[config.mk]
export PLATFORM = sky130hd
export DESIGN_NAME = baro_sensor_compensation_unit_flat
export DESIGN_NICKNAME = d
export VERILOG_FILES = /design/src/rtl/core/bsc_pkg.sv /design/src/rtl/core/bsc_if.sv /design/src/rtl/core/bsc_div.sv /design/src/rtl/core/baro_sensor_compensation_unit.sv /design/src/flat_wrapper.sv
export SDC_FILE = /design/constraint.sdc
export NUM_CORES = 2
export LEC_CHECK = 0
export ABC_AREA = 1
export BUFFER_PORTS_ARGS = -buffer_cell sky130_fd_sc_hd__buf_2
export CAP_MARGIN = 20
export CORE_MARGIN = 2
export CORE_UTILIZATION = 30
export DETAILED_ROUTE_END_ITERATION = 7
export HOLD_SLACK_MARGIN = 0.05
export SYNTH_ARGS = -nofsm -noshare
export SYNTH_HDL_FRONTEND = slang
export SYNTH_SLANG_ARGS = --single-unit
[constraint.sdc]
create_clock -name clk -period 18.1 [get_ports clk]
set_input_delay 3.62 -clock clk [delete_from_list [all_inputs] [get_ports clk]]
set_output_delay 3.62 -clock clk [all_outputs]
set_load 0.05 [all_outputs]
[src/rtl/core/bsc_pkg.sv]
// ----------------------------------------------------------------------------
// bsc_pkg
// Shared types, widths, constants and helpers of the barometric sensor
// compensation unit.
// ----------------------------------------------------------------------------
package bsc_pkg;

	// sensor read fields
	localparam int IN_W      = 24;
	localparam int RAW_WIDTH = 24;

	// result fields
	localparam int STAT_W = 2;
	localparam int TEMP_W = 16;
	localparam int PRES_W = 28;

	// fixed point: scaled raw values are Q22, pressure terms Pa in Q8
	localparam int QBITS   = 22;
	localparam int T_SHIFT = 14;
	localparam int ACC_W   = 37;
	localparam int SC_W    = 29;
	localparam int PROD_W  = ACC_W + SC_W;
	localparam int SUM_W   = PROD_W + 1;
	localparam int MAG_W   = ACC_W - 1;

	localparam logic signed [63:0] ACC_LIM = 64'sd34359738368;

	localparam logic signed [TEMP_W-1:0] HELD_T_RST = 16'sd6400;
	localparam logic signed [PRES_W-1:0] HELD_P_RST = 28'sd66404352;

	// shared divider
	localparam int DIV_NUM_W = 44;
	localparam int DIV_DEN_W = 9;
	localparam int DIV_ITER  = DIV_NUM_W / 2;
	localparam int DIV_CNT_W = $clog2(DIV_ITER + 1);

	// pa (q8) to hpa (16 fraction bits): round(p * 256 / 100) as (128|p| + 25) / 50
	localparam int                   H_SHIFT = 7;
	localparam int                   H_BIAS  = 25;
	localparam logic [DIV_DEN_W-1:0] H_DEN   = 9'd50;

	// configuration port
	localparam int CFG_AW = 6;
	localparam int CFG_DW = 64;

	localparam logic [2:0] REG_C0_C1    = 3'd0;
	localparam logic [2:0] REG_C00_C10  = 3'd1;
	localparam logic [2:0] REG_C01_C11  = 3'd2;
	localparam logic [2:0] REG_C20_C21  = 3'd3;
	localparam logic [2:0] REG_C30      = 3'd4;
	localparam logic [2:0] REG_PRS_OSR  = 3'd5;
	localparam logic [2:0] REG_TMP_OSR  = 3'd6;

	localparam logic [2:0] OSR_RST = 3'd4;

	typedef enum logic [STAT_W-1:0] {
		ST_OK      = 2'd0,
		ST_BUSY    = 2'd1,
		ST_BUS_ERR = 2'd2
	} status_t;

	typedef struct packed {
		logic                 start;
		logic [DIV_NUM_W-1:0] numer;
		logic [DIV_DEN_W-1:0] denom;
	} div_req_t;

	typedef struct packed {
		logic                 busy;
		logic                 done;
		logic [DIV_NUM_W-1:0] quo;
	} div_rsp_t;

	// sign extension from bit RAW_WIDTH-1
	function automatic logic signed [IN_W-1:0] raw_sext(input logic [IN_W-1:0] v);
		logic signed [IN_W-1:0] t;
		t = signed'(v << (IN_W - RAW_WIDTH));
		return t >>> (IN_W - RAW_WIDTH);
	endfunction

	function automatic logic [IN_W-1:0] raw_mag(input logic signed [IN_W-1:0] v);
		return v[IN_W-1] ? IN_W'(-v) : IN_W'(v);
	endfunction

	// scale divisor k = odd * 2^(23 - s), s being the shift below:
	// 524288, 1572864, 3670016, 7864320, 253952, 516096, 1040384, 2088960
	function automatic logic [7:0] osr_odd(input logic [2:0] code);
		logic [7:0] m;
		case (code)
			3'd0:    m = 8'd1;
			3'd1:    m = 8'd3;
			3'd2:    m = 8'd7;
			3'd3:    m = 8'd15;
			3'd4:    m = 8'd31;
			3'd5:    m = 8'd63;
			3'd6:    m = 8'd127;
			default: m = 8'd255;
		endcase
		return m;
	endfunction

	function automatic logic [3:0] osr_shift(input logic [2:0] code);
		return code[2] ? 4'd10 : 4'd4;
	endfunction

	// round(|raw| * 2^22 / k) = floor((2 * |raw| * 2^22 / k * odd + odd) / (2 * odd))
	function automatic logic [DIV_NUM_W-1:0] scale_numer(input logic [IN_W-1:0] mag,
			input logic [2:0] code);
		return (DIV_NUM_W'(mag) << osr_shift(code)) + DIV_NUM_W'(osr_odd(code));
	endfunction

	function automatic logic [DIV_DEN_W-1:0] scale_denom(input logic [2:0] code);
		return {osr_odd(code), 1'b0};
	endfunction

endpackage

[src/rtl/core/bsc_if.sv]
// ----------------------------------------------------------------------------
// bsc_sample_if / bsc_result_if
// Valid/ready channels for sensor reads and compensated results.
// ----------------------------------------------------------------------------
interface bsc_sample_if import bsc_pkg::*; ();
	logic                   valid;
	logic                   ready;
	logic                   bus_error;
	logic                   pressure_ready;
	logic                   temperature_ready;
	logic signed [IN_W-1:0] raw_pressure;
	logic signed [IN_W-1:0] raw_temperature;

	modport source (
		output valid, bus_error, pressure_ready, temperature_ready,
			raw_pressure, raw_temperature,
		input  ready
	);
	modport sink (
		input  valid, bus_error, pressure_ready, temperature_ready,
			raw_pressure, raw_temperature,
		output ready
	);
endinterface

interface bsc_result_if import bsc_pkg::*; ();
	logic                     valid;
	logic                     ready;
	logic [STAT_W-1:0]        status;
	logic signed [TEMP_W-1:0] temperature_out;
	logic signed [PRES_W-1:0] pressure_out;

	modport source (
		output valid, status, temperature_out, pressure_out,
		input  ready
	);
	modport sink (
		input  valid, status, temperature_out, pressure_out,
		output ready
	);
endinterface

[src/rtl/core/bsc_div.sv]
// ----------------------------------------------------------------------------
// bsc_div
// Unsigned restoring divider, two quotient bits per cycle, shared by the
// raw scaling and the pascal to hectopascal conversion.
// ----------------------------------------------------------------------------
module bsc_div import bsc_pkg::*; (
	input  logic     clk,
	input  logic     arst_n,
	input  div_req_t req,
	output div_rsp_t rsp
);

	logic [DIV_NUM_W-1:0] num_q;
	logic [DIV_DEN_W-1:0] rem_q;
	logic [DIV_DEN_W-1:0] den_q;
	logic [DIV_CNT_W-1:0] cnt_q;
	logic                 busy_q;
	logic                 done_q;

	logic [DIV_DEN_W:0]   r1, r2, r1n, r2n;
	logic                 ge1, ge2;

	// two dependent compare/subtract steps on narrow remainders
	always_comb begin
		r1  = {rem_q, num_q[DIV_NUM_W-1]};
		ge1 = r1 >= {1'b0, den_q};
		r1n = ge1 ? r1 - {1'b0, den_q} : r1;
		r2  = {r1n[DIV_DEN_W-1:0], num_q[DIV_NUM_W-2]};
		ge2 = r2 >= {1'b0, den_q};
		r2n = ge2 ? r2 - {1'b0, den_q} : r2;
	end

	always_ff @(posedge clk or negedge arst_n) begin
		if (!arst_n) begin
			cnt_q  <= '0;
			busy_q <= 1'b0;
			done_q <= 1'b0;
		end else if (req.start) begin
			cnt_q  <= DIV_CNT_W'(DIV_ITER);
			busy_q <= 1'b1;
			done_q <= 1'b0;
		end else if (busy_q) begin
			cnt_q <= cnt_q - 1'b1;
			if (cnt_q == DIV_CNT_W'(1)) begin
				busy_q <= 1'b0;
				done_q <= 1'b1;
			end
		end else begin
			done_q <= 1'b0;
		end
	end

	// quotient bits shift in from the bottom as the dividend shifts out
	always_ff @(posedge clk) begin
		if (req.start) begin
			num_q <= req.numer;
			den_q <= req.denom;
			rem_q <= '0;
		end else if (busy_q) begin
			num_q <= {num_q[DIV_NUM_W-3:0], ge1, ge2};
			rem_q <= r2n[DIV_DEN_W-1:0];
		end
	end

	assign rsp.busy = busy_q;
	assign rsp.done = done_q;
	assign rsp.quo  = num_q;

endmodule

[src/rtl/core/baro_sensor_compensation_unit.sv]
// ----------------------------------------------------------------------------
// baro_sensor_compensation_unit
// Compensates raw barometer reads into degrees C (Q8.8) and hPa (16 fraction
// bits) with calibration polynomials; holds the last good values.
// ----------------------------------------------------------------------------
// Usage:
//  sample carries one sensor read (flags and raw codes), result returns one
//  item per read: status, temperature_out and pressure_out. Both are
//  valid/ready channels; an item moves on a transfer (valid and ready high).
//  Calibration words and oversampling codes are written over the apb port;
//  the user must write them only while the unit is idle, as the unit itself
//  does not enforce this. Register i sits at byte address 8*i.
//  A bus error or a read with no ready flag skips the arithmetic and goes
//  straight to the result stage. Otherwise the shared two-bit-per-cycle
//  divider scales the raw pressure, then the raw temperature; for a pressure
//  read the shared 37x29 multiplier runs the Horner steps, each a multiply
//  and an add state, and the divider converts the sum to hPa; for a
//  temperature read a last multiply and add give degrees C.
//  sample.ready is high only while no read is in work; a new read is taken
//  while the previous result still waits in the output register.
//  If the receiver stalls, a finished result waits in the sequencer until
//  the output register frees up.
//  Reset returns the calibration registers to zero, both oversampling codes
//  to 4 and the held values to 25.0 C and 1013.25 hPa.
// ----------------------------------------------------------------------------
module baro_sensor_compensation_unit import bsc_pkg::*; (
	input  logic              clk,
	input  logic              arst_n,
	input  logic              psel,
	input  logic              penable,
	input  logic              pwrite,
	input  logic [CFG_AW-1:0] paddr,
	input  logic [CFG_DW-1:0] pwdata,
	output logic [CFG_DW-1:0] prdata,
	output logic              pready,
	bsc_sample_if.sink        sample,
	bsc_result_if.source      result
);

	typedef enum logic [10:0] {
		S_IDLE   = 11'b000_0000_0001,
		S_DIVP   = 11'b000_0000_0010,
		S_DIVT   = 11'b000_0000_0100,
		S_MUL    = 11'b000_0000_1000,
		S_ADD    = 11'b000_0001_0000,
		S_SUM    = 11'b000_0010_0000,
		S_HSTART = 11'b000_0100_0000,
		S_HDIV   = 11'b000_1000_0000,
		S_TMUL   = 11'b001_0000_0000,
		S_TADD   = 11'b010_0000_0000,
		S_DONE   = 11'b100_0000_0000
	} state_t;

	// horner steps: three on the pressure chain, two on the temperature
	// cross term, then the cross term scaled by tsc
	localparam logic [2:0] STEP_FIRST_T = 3'd3;
	localparam logic [2:0] STEP_LAST    = 3'd5;

	localparam int SSUM_W = ACC_W + 1;

	localparam logic signed [SUM_W-1:0] RB22_P  = SUM_W'(2**(QBITS - 1));
	localparam logic signed [SUM_W-1:0] RB22_N  = RB22_P - SUM_W'(1);
	localparam logic signed [SUM_W-1:0] RB14_P  = SUM_W'(2**(T_SHIFT - 1));
	localparam logic signed [SUM_W-1:0] RB14_N  = RB14_P - SUM_W'(1);
	localparam logic signed [SUM_W-1:0] H_MAX   = SUM_W'(ACC_LIM);
	localparam logic signed [SUM_W-1:0] H_MIN   = -H_MAX;
	localparam logic signed [SUM_W-1:0] T_MAX   = SUM_W'(2**(TEMP_W - 1) - 1);
	localparam logic signed [SUM_W-1:0] T_MIN   = -T_MAX - SUM_W'(1);
	localparam logic [DIV_NUM_W-1:0]    P_POS_LIM = DIV_NUM_W'(2**(PRES_W - 1) - 1);
	localparam logic [DIV_NUM_W-1:0]    P_NEG_LIM = DIV_NUM_W'(2**(PRES_W - 1));

	state_t state_q;
	logic [2:0] step_q;

	// configuration
	logic [23:0] cfg_c0c1_q;
	logic [39:0] cfg_c00c10_q;
	logic [31:0] cfg_c01c11_q;
	logic [31:0] cfg_c20c21_q;
	logic [15:0] cfg_c30_q;
	logic [2:0]  prs_osr_q;
	logic [2:0]  tmp_osr_q;
	logic [2:0]  cfg_idx;
	logic        cfg_wr;

	logic signed [11:0] c0, c1;
	logic signed [19:0] c00, c10;
	logic signed [15:0] c01, c11, c20, c21, c30;

	// held values and output register
	logic signed [TEMP_W-1:0] held_t_q;
	logic signed [PRES_W-1:0] held_p_q;
	logic                     out_valid_q;
	status_t                  out_stat_q;
	logic signed [TEMP_W-1:0] out_t_q;
	logic signed [PRES_W-1:0] out_p_q;

	// per-read working registers
	status_t                  stat_q;
	logic                     prdy_q, trdy_q;
	logic signed [IN_W-1:0]   traw_q;
	logic                     sign_q;
	logic signed [SC_W-1:0]   psc_q, tsc_q;
	logic signed [ACC_W-1:0]  acc_q, t_q;
	logic signed [PROD_W-1:0] prod_q;

	logic                     accept, compute, out_load;
	logic signed [IN_W-1:0]   praw_in;
	div_req_t                 div_req;
	div_rsp_t                 div_rsp;
	logic                     div_sign;
	logic [MAG_W-1:0]         acc_mag;
	logic signed [SC_W-1:0]   sc_val;

	logic signed [ACC_W-1:0]  mul_a;
	logic signed [SC_W-1:0]   mul_b;
	logic signed [19:0]       coef_sel;
	logic signed [SUM_W-1:0]  hx, hy, tx, ty;
	logic signed [ACC_W-1:0]  horner_res;
	logic signed [SSUM_W-1:0] psum;
	logic signed [ACC_W-1:0]  psum_sat;
	logic signed [TEMP_W-1:0] temp_sat;
	logic signed [PRES_W-1:0] pres_sat;

	assign c0  = signed'(cfg_c0c1_q[23:12]);
	assign c1  = signed'(cfg_c0c1_q[11:0]);
	assign c00 = signed'(cfg_c00c10_q[39:20]);
	assign c10 = signed'(cfg_c00c10_q[19:0]);
	assign c01 = signed'(cfg_c01c11_q[31:16]);
	assign c11 = signed'(cfg_c01c11_q[15:0]);
	assign c20 = signed'(cfg_c20c21_q[31:16]);
	assign c21 = signed'(cfg_c20c21_q[15:0]);
	assign c30 = signed'(cfg_c30_q);

	// apb port
	assign pready  = 1'b1;
	assign cfg_idx = paddr[CFG_AW-1:3];
	assign cfg_wr  = psel && penable && pwrite && pready;

	always_comb begin
		case (cfg_idx)
			REG_C0_C1:   prdata = CFG_DW'(cfg_c0c1_q);
			REG_C00_C10: prdata = CFG_DW'(cfg_c00c10_q);
			REG_C01_C11: prdata = CFG_DW'(cfg_c01c11_q);
			REG_C20_C21: prdata = CFG_DW'(cfg_c20c21_q);
			REG_C30:     prdata = CFG_DW'(cfg_c30_q);
			REG_PRS_OSR: prdata = CFG_DW'(prs_osr_q);
			REG_TMP_OSR: prdata = CFG_DW'(tmp_osr_q);
			default:     prdata = '0;
		endcase
	end

	// handshakes
	assign sample.ready = (state_q == S_IDLE);
	assign accept       = sample.valid && sample.ready;
	assign compute      = !sample.bus_error && (sample.pressure_ready || sample.temperature_ready);
	assign praw_in      = raw_sext(sample.raw_pressure);
	assign out_load     = (state_q == S_DONE) && (!out_valid_q || result.ready);

	assign result.valid           = out_valid_q;
	assign result.status          = out_stat_q;
	assign result.temperature_out = out_t_q;
	assign result.pressure_out    = out_p_q;

	// divider requests
	assign acc_mag = acc_q[ACC_W-1] ? MAG_W'(-acc_q) : MAG_W'(acc_q);

	always_comb begin
		div_req  = '0;
		div_sign = 1'b0;
		case (state_q)
			S_IDLE: begin
				div_req.start = accept && compute;
				div_req.numer = scale_numer(raw_mag(praw_in), prs_osr_q);
				div_req.denom = scale_denom(prs_osr_q);
				div_sign      = praw_in[IN_W-1];
			end
			S_DIVP: begin
				div_req.start = div_rsp.done;
				div_req.numer = scale_numer(raw_mag(traw_q), tmp_osr_q);
				div_req.denom = scale_denom(tmp_osr_q);
				div_sign      = traw_q[IN_W-1];
			end
			S_HSTART: begin
				div_req.start = 1'b1;
				div_req.numer = (DIV_NUM_W'(acc_mag) << H_SHIFT) + DIV_NUM_W'(H_BIAS);
				div_req.denom = H_DEN;
				div_sign      = acc_q[ACC_W-1];
			end
			default: ;
		endcase
	end

	bsc_div u_div (
		.clk    (clk),
		.arst_n (arst_n),
		.req    (div_req),
		.rsp    (div_rsp)
	);

	// scaled raw value, magnitude below 2^28
	assign sc_val = sign_q ? -signed'(div_rsp.quo[SC_W-1:0]) : signed'(div_rsp.quo[SC_W-1:0]);

	// shared multiplier operands
	always_comb begin
		if (state_q == S_TMUL) begin
			mul_a = ACC_W'(c1);
		end else if (step_q < STEP_FIRST_T) begin
			mul_a = acc_q;
		end else begin
			mul_a = t_q;
		end
		mul_b = (state_q == S_TMUL || step_q == STEP_LAST) ? tsc_q : psc_q;
	end

	always_comb begin
		case (step_q)
			3'd0:    coef_sel = 20'(c20);
			3'd1:    coef_sel = c10;
			3'd2:    coef_sel = c00;
			3'd3:    coef_sel = 20'(c11);
			3'd4:    coef_sel = 20'(c01);
			default: coef_sel = '0;
		endcase
	end

	// round half away from zero folded into one add: bias is half, less one
	// for a negative product; the coefficient rides above the dropped bits
	always_comb begin
		hx = SUM_W'(prod_q) + (prod_q[PROD_W-1] ? RB22_N : RB22_P)
			+ (SUM_W'(coef_sel) <<< (QBITS + 8));
		hy = hx >>> QBITS;
		if (hy > H_MAX) begin
			horner_res = ACC_W'(H_MAX);
		end else if (hy < H_MIN) begin
			horner_res = ACC_W'(H_MIN);
		end else begin
			horner_res = ACC_W'(hy);
		end

		tx = SUM_W'(prod_q) + (prod_q[PROD_W-1] ? RB14_N : RB14_P)
			+ (SUM_W'(c0) <<< (T_SHIFT + 7));
		ty = tx >>> T_SHIFT;
		if (ty > T_MAX) begin
			temp_sat = TEMP_W'(T_MAX);
		end else if (ty < T_MIN) begin
			temp_sat = TEMP_W'(T_MIN);
		end else begin
			temp_sat = TEMP_W'(ty);
		end

		psum = SSUM_W'(acc_q) + SSUM_W'(t_q);
		if (psum > SSUM_W'(ACC_LIM)) begin
			psum_sat = ACC_W'(ACC_LIM);
		end else if (psum < -SSUM_W'(ACC_LIM)) begin
			psum_sat = -ACC_W'(ACC_LIM);
		end else begin
			psum_sat = ACC_W'(psum);
		end

		if (!sign_q) begin
			pres_sat = (div_rsp.quo > P_POS_LIM) ? PRES_W'(P_POS_LIM) : PRES_W'(div_rsp.quo);
		end else begin
			pres_sat = (div_rsp.quo > P_NEG_LIM) ? -PRES_W'(P_NEG_LIM)
				: -PRES_W'(div_rsp.quo);
		end
	end

	// sequencer, held values and configuration
	always_ff @(posedge clk or negedge arst_n) begin
		if (!arst_n) begin
			state_q      <= S_IDLE;
			step_q       <= '0;
			out_valid_q  <= 1'b0;
			held_t_q     <= HELD_T_RST;
			held_p_q     <= HELD_P_RST;
			cfg_c0c1_q   <= '0;
			cfg_c00c10_q <= '0;
			cfg_c01c11_q <= '0;
			cfg_c20c21_q <= '0;
			cfg_c30_q    <= '0;
			prs_osr_q    <= OSR_RST;
			tmp_osr_q    <= OSR_RST;
		end else begin
			if (cfg_wr) begin
				case (cfg_idx)
					REG_C0_C1:   cfg_c0c1_q   <= pwdata[23:0];
					REG_C00_C10: cfg_c00c10_q <= pwdata[39:0];
					REG_C01_C11: cfg_c01c11_q <= pwdata[31:0];
					REG_C20_C21: cfg_c20c21_q <= pwdata[31:0];
					REG_C30:     cfg_c30_q    <= pwdata[15:0];
					REG_PRS_OSR: prs_osr_q    <= pwdata[2:0];
					REG_TMP_OSR: tmp_osr_q    <= pwdata[2:0];
					default: ;
				endcase
			end

			if (out_load) begin
				out_valid_q <= 1'b1;
			end else if (result.ready) begin
				out_valid_q <= 1'b0;
			end

			case (state_q)
				S_IDLE: begin
					if (accept) begin
						state_q <= compute ? S_DIVP : S_DONE;
					end
				end
				S_DIVP: begin
					if (div_rsp.done) begin
						state_q <= S_DIVT;
					end
				end
				S_DIVT: begin
					if (div_rsp.done) begin
						step_q  <= '0;
						state_q <= prdy_q ? S_MUL : S_TMUL;
					end
				end
				S_MUL: begin
					state_q <= S_ADD;
				end
				S_ADD: begin
					if (step_q == STEP_LAST) begin
						state_q <= S_SUM;
					end else begin
						step_q  <= step_q + 1'b1;
						state_q <= S_MUL;
					end
				end
				S_SUM: begin
					state_q <= S_HSTART;
				end
				S_HSTART: begin
					state_q <= S_HDIV;
				end
				S_HDIV: begin
					if (div_rsp.done) begin
						held_p_q <= pres_sat;
						state_q  <= trdy_q ? S_TMUL : S_DONE;
					end
				end
				S_TMUL: begin
					state_q <= S_TADD;
				end
				S_TADD: begin
					held_t_q <= temp_sat;
					state_q  <= S_DONE;
				end
				S_DONE: begin
					if (out_load) begin
						state_q <= S_IDLE;
					end
				end
				default: begin
					state_q <= S_IDLE;
				end
			endcase
		end
	end

	// datapath
	always_ff @(posedge clk) begin
		if (accept) begin
			prdy_q <= sample.pressure_ready;
			trdy_q <= sample.temperature_ready;
			traw_q <= raw_sext(sample.raw_temperature);
			acc_q  <= ACC_W'(c30) <<< 8;
			t_q    <= ACC_W'(c21) <<< 8;
			if (sample.bus_error) begin
				stat_q <= ST_BUS_ERR;
			end else if (!compute) begin
				stat_q <= ST_BUSY;
			end else begin
				stat_q <= ST_OK;
			end
		end

		if (div_req.start) begin
			sign_q <= div_sign;
		end

		if (state_q == S_DIVP && div_rsp.done) begin
			psc_q <= sc_val;
		end
		if (state_q == S_DIVT && div_rsp.done) begin
			tsc_q <= sc_val;
		end

		if (state_q == S_MUL || state_q == S_TMUL) begin
			prod_q <= mul_a * mul_b;
		end

		if (state_q == S_ADD) begin
			if (step_q < STEP_FIRST_T) begin
				acc_q <= horner_res;
			end else begin
				t_q <= horner_res;
			end
		end

		if (state_q == S_SUM) begin
			acc_q <= psum_sat;
		end

		if (out_load) begin
			out_stat_q <= stat_q;
			out_t_q    <= held_t_q;
			out_p_q    <= held_p_q;
		end
	end

`ifndef SYNTHESIS
	a_div_start_idle: assert property (@(posedge clk) disable iff (!arst_n)
		div_req.start |-> !div_rsp.busy)
		else $error("divider started while busy");

	a_idle_div_free: assert property (@(posedge clk) disable iff (!arst_n)
		(state_q == S_IDLE) |-> !div_rsp.busy)
		else $error("divider busy while sequencer idle");

	a_bus_err_done: assert property (@(posedge clk) disable iff (!arst_n)
		(accept && sample.bus_error) |=> (state_q == S_DONE && stat_q == ST_BUS_ERR))
		else $error("bus error read did not go straight to result");

	a_held_p_update: assert property (@(posedge clk) disable iff (!arst_n)
		!$stable(held_p_q) |-> $past(state_q == S_HDIV && div_rsp.done))
		else $error("held pressure changed outside conversion end");
`endif

endmodule
[src/flat_wrapper.sv]
// flat-port wrapper written by rule: the top's interface ports become plain ports
module baro_sensor_compensation_unit_flat import bsc_pkg::*;
  (clk, arst_n, psel, penable, pwrite, paddr, pwdata, prdata, pready, sample_valid, sample_bus_error, sample_pressure_ready, sample_temperature_ready, sample_raw_pressure, sample_raw_temperature, sample_ready, result_valid, result_status, result_temperature_out, result_pressure_out, result_ready);
  bsc_sample_if sample_i ();
  bsc_result_if result_i ();
  input  logic clk;
  input  logic arst_n;
  input  logic psel;
  input  logic penable;
  input  logic pwrite;
  input  logic [CFG_AW-1:0] paddr;
  input  logic [CFG_DW-1:0] pwdata;
  output logic [CFG_DW-1:0] prdata;
  output logic pready;
  input wire logic [$bits(sample_i.valid)-1:0] sample_valid;
  input wire logic [$bits(sample_i.bus_error)-1:0] sample_bus_error;
  input wire logic [$bits(sample_i.pressure_ready)-1:0] sample_pressure_ready;
  input wire logic [$bits(sample_i.temperature_ready)-1:0] sample_temperature_ready;
  input wire logic [$bits(sample_i.raw_pressure)-1:0] sample_raw_pressure;
  input wire logic [$bits(sample_i.raw_temperature)-1:0] sample_raw_temperature;
  output wire logic [$bits(sample_i.ready)-1:0] sample_ready;
  output wire logic [$bits(result_i.valid)-1:0] result_valid;
  output wire logic [$bits(result_i.status)-1:0] result_status;
  output wire logic [$bits(result_i.temperature_out)-1:0] result_temperature_out;
  output wire logic [$bits(result_i.pressure_out)-1:0] result_pressure_out;
  input wire logic [$bits(result_i.ready)-1:0] result_ready;
  assign sample_i.valid = sample_valid;
  assign sample_i.bus_error = sample_bus_error;
  assign sample_i.pressure_ready = sample_pressure_ready;
  assign sample_i.temperature_ready = sample_temperature_ready;
  assign sample_i.raw_pressure = sample_raw_pressure;
  assign sample_i.raw_temperature = sample_raw_temperature;
  assign sample_ready = sample_i.ready;
  assign result_valid = result_i.valid;
  assign result_status = result_i.status;
  assign result_temperature_out = result_i.temperature_out;
  assign result_pressure_out = result_i.pressure_out;
  assign result_i.ready = result_ready;
  baro_sensor_compensation_unit u_core (.clk(clk), .arst_n(arst_n), .psel(psel), .penable(penable), .pwrite(pwrite), .paddr(paddr), .pwdata(pwdata), .prdata(prdata), .pready(pready), .sample(sample_i), .result(result_i));
endmodule
==> impl_metrics.toml <==
[run_status]
status = "finished clean"

[final_layout]
final_common_cell = "nand2_1"
area_delta_synth_final_pct = 9.507
final_cell_mix = "nand2_1 (2261), inv_1 (2006), nor2_1 (1356)"
layout-drive-gt1-share_pct = 6.445
nets = 12110
fill_cells = 28010

[sta]
timing.final.crit_share_pct = 61.47
tns_ns = 0
clock.fmax_ghz = 0.08987
fin_skew_ns = 0.03726
hold_ws_ns = 0.4181
finalHoldViolCount = 0
setup_ws_ns = 6.973
setup_viol = 0
fin_crit_ns = 11.13
rsz0062_at_grt = "no"
tightest_slew_ns = 1.383
report.final.slew_viol_count = 0
max_slew_margin_pct = 6.607

[yosys]
async_reset_ff_share_pct = 39.27
synth_ff_type = "edfxtp_1"
synthCells = 10430
ys_ff_latch = 550
netlist_area_um2 = 78850
synth_area_per_cell_um2 = 7.560
synth_edf_count = 251
yosys_warnings = 0
ys_seq_area_share_pct = 18.55
ys_types = 81

[floorplan]
fp.dieArea_um2 = 266900
fp-row-count = 188
start_util_pct = 30.12
die_x_um = 516.7
ios = 241
coreArea_um2 = 261800
fp.dieH_um = 516.7

[cts]
clkLatencyLatePin_ns = 0.70
cts_max_level = 3
root_buffer = "clkbuf_16"
cts_buffers = 68
cts-resized-gates = 0
clk_path_buf_depth = 3
cts.reportedPaths.clkPinSlew_ns = 0.06
postCtsSetupBuffers = 0
cts_hold_buffers = 0
cts.sinks = 550
cts_tree = "yes"

[min_path]
holdPathStages = 0
worstHoldStart = "u_core.stat_q[1]$_SDFFCE_PP1P_"
hp-class = "flip-flop to flip-flop"
min_to = "u_core.result.status[1]$_DFFE_PP_"

[setup_path]
crit_slowest_cell = "fa_1"
r2r_cells = 36
cp.arrival_ns = 11.55
worst-endpoint-required_ns = 18.52
r2r_end = "u_core.prod_q[62]$_DFFE_PP_"
critPathBufInv = 14
critPathMaxFanout = 50
rrSetupSlack_ns = 6.97
end_kind = "flip-flop"
crit_family = "adder cells"
rr_startpoint = "u_core.state_q[0]$_DFFE_PN1P_"
critPathMaxStageDelay_ns = 1.05
crit_type = "flip-flop to flip-flop"
start_kind = "flip-flop"

[global_routing]
grt_pass1_wl_mm = 436.9
track_usage_pct = 21.69
gr-total-overflow = 0
grt_antenna_before_repair = 4
grt_pass1_vias = 68840
grt_max_degree = 109

[route]
ant_nets = 0
dr.first_iter.drc_count = 6736
via_per_inst = 5.012
first_pass_iters = 8
drc = 0
vias = 70520
routed_wl_mm = 293.5
wl_per_cell_um = 20.86

[place]
globalplace.congestion = 1.005
post-place-ws_ns = 6.985
hpwl_mm = 232.4
io_buffers = 188

[run]
maxCapViolCount = 0
layout make-up:
type                    count  area, um^2  area share [%]
diodes                      3       7.507        0.008694
repair buffers            327        2059           2.385
multi-input cells        7501       55210           63.94
well taps                3515        4398           5.093
clock inverters            40       491.7          0.5695
flip-flops and latches    550       14620           16.94
inverters                2048        7687           8.903
clock buffers              85        1867           2.162
logic make-up (layout without fill, tap and decap cells):
kind of cell | Yosys count | count (layout) | share of synthesized area, %
and+or+nand+nor | 4373 | 4373 | 22.62
xor gates and xnor gates | 207 | 207 | 2.318
buffers and inverters | 2410 | 2500 | 11.84
DFF | 550 | 550 | 18.55
AOI/OAI and AO/OA | 1388 | 1388 | 10.22
muxes | 13 | 13 | 0.1746
adders and majority gates | 1487 | 1487 | 34.28
other | 2 | 36 | 0.009524
registers in the layout, indices dropped and copies added (netlist names), 29 cells and up:
| name | count |
|---|---|
| u_core.acc_q | 37 |
| u_core.cfg_c00c10_q | 40 |
| u_core.cfg_c01c11_q | 32 |
| u_core.cfg_c20c21_q | 32 |
| u_core.prod_q | 66 |
| u_core.psc_q | 29 |
| u_core.t_q | 37 |
| u_core.tsc_q | 29 |
| u_core.u_div.num_q | 44 |
Yosys cell counts (28+ instances only):
master       n  share of area [%]
nand2_1   2265                 11
inv_1     2008                9.6
nor2_1    1363                6.5
fa_1      1122                 28
o21ai_0    490                3.1
a21oi_1    454                2.9
nand3_1    406                2.6
ha_1       365                5.8
edfxtp_1   251                9.6
clkbuf_1   234                1.1
dfrtp_1    201                6.4
xor2_1     137                1.5
nand4_1     98               0.78
dfxtp_1     83                2.1
buf_2       73               0.46
nor3_1      69               0.44
xnor2_1     68               0.76
o21ai_1     57               0.36
o211ai_1    55               0.52
or2_2       52               0.41
o21a_1      46               0.44
a21oi_2     43               0.48
a31oi_1     42               0.33
nand3b_1    34               0.32
o21bai_1    33               0.31
buf_4       32               0.30
inv_2       28               0.13
per-layer routing:
| layer | vias to the layer above | wire [um] | GRT usage (%) |
|---|---|---|---|
| met5 | - | 33 | 0 |
| li1 | 32310 | - | - |
| met3 | 574 | 29370 | 4.981 |
| met4 | 4 | 13860 | 8.969 |
| met2 | 3152 | 125700 | 32.83 |
| met1 | 34480 | 124500 | 29.67 |
worst max path at each step:
| stage | start | depth (start not counted) | endpoint | slack [ns] |
|---|---|---|---|---|
| floorplan | paddr[5] | 5 | prdata[30] | 8.65 |
| global placement | u_core.state_q[0]$_DFFE_PN1P_ | 36 | u_core.prod_q[64]$_DFFE_PP_ | 7.11 |
| detailed placement | u_core.state_q[0]$_DFFE_PN1P_ | 36 | u_core.prod_q[64]$_DFFE_PP_ | 6.98 |
| CTS | u_core.state_q[0]$_DFFE_PN1P_ | 38 | u_core.prod_q[65]$_DFFE_PP_ | 6.96 |
| global route | u_core.state_q[0]$_DFFE_PN1P_ | 38 | u_core.prod_q[65]$_DFFE_PP_ | 6.29 |
| finish | u_core.state_q[0]$_DFFE_PN1P_ | 36 | u_core.prod_q[62]$_DFFE_PP_ | 6.97 |
through the flow:
step,cells,utilization (%),instance area (um^2)
2_1_floorplan,10460,-,78970
3_3_place_gp,13940,32.04,83880
3_5_place_dp,13940,32.06,83930
4_1_cts,14060,32.96,86290
5_1_grt,14070,32.98,86340
6_report,14070,32.98,86350
Power is not shown: default switching activity piles up to over one toggle a cycle in this logic, so the estimate is an artifact.
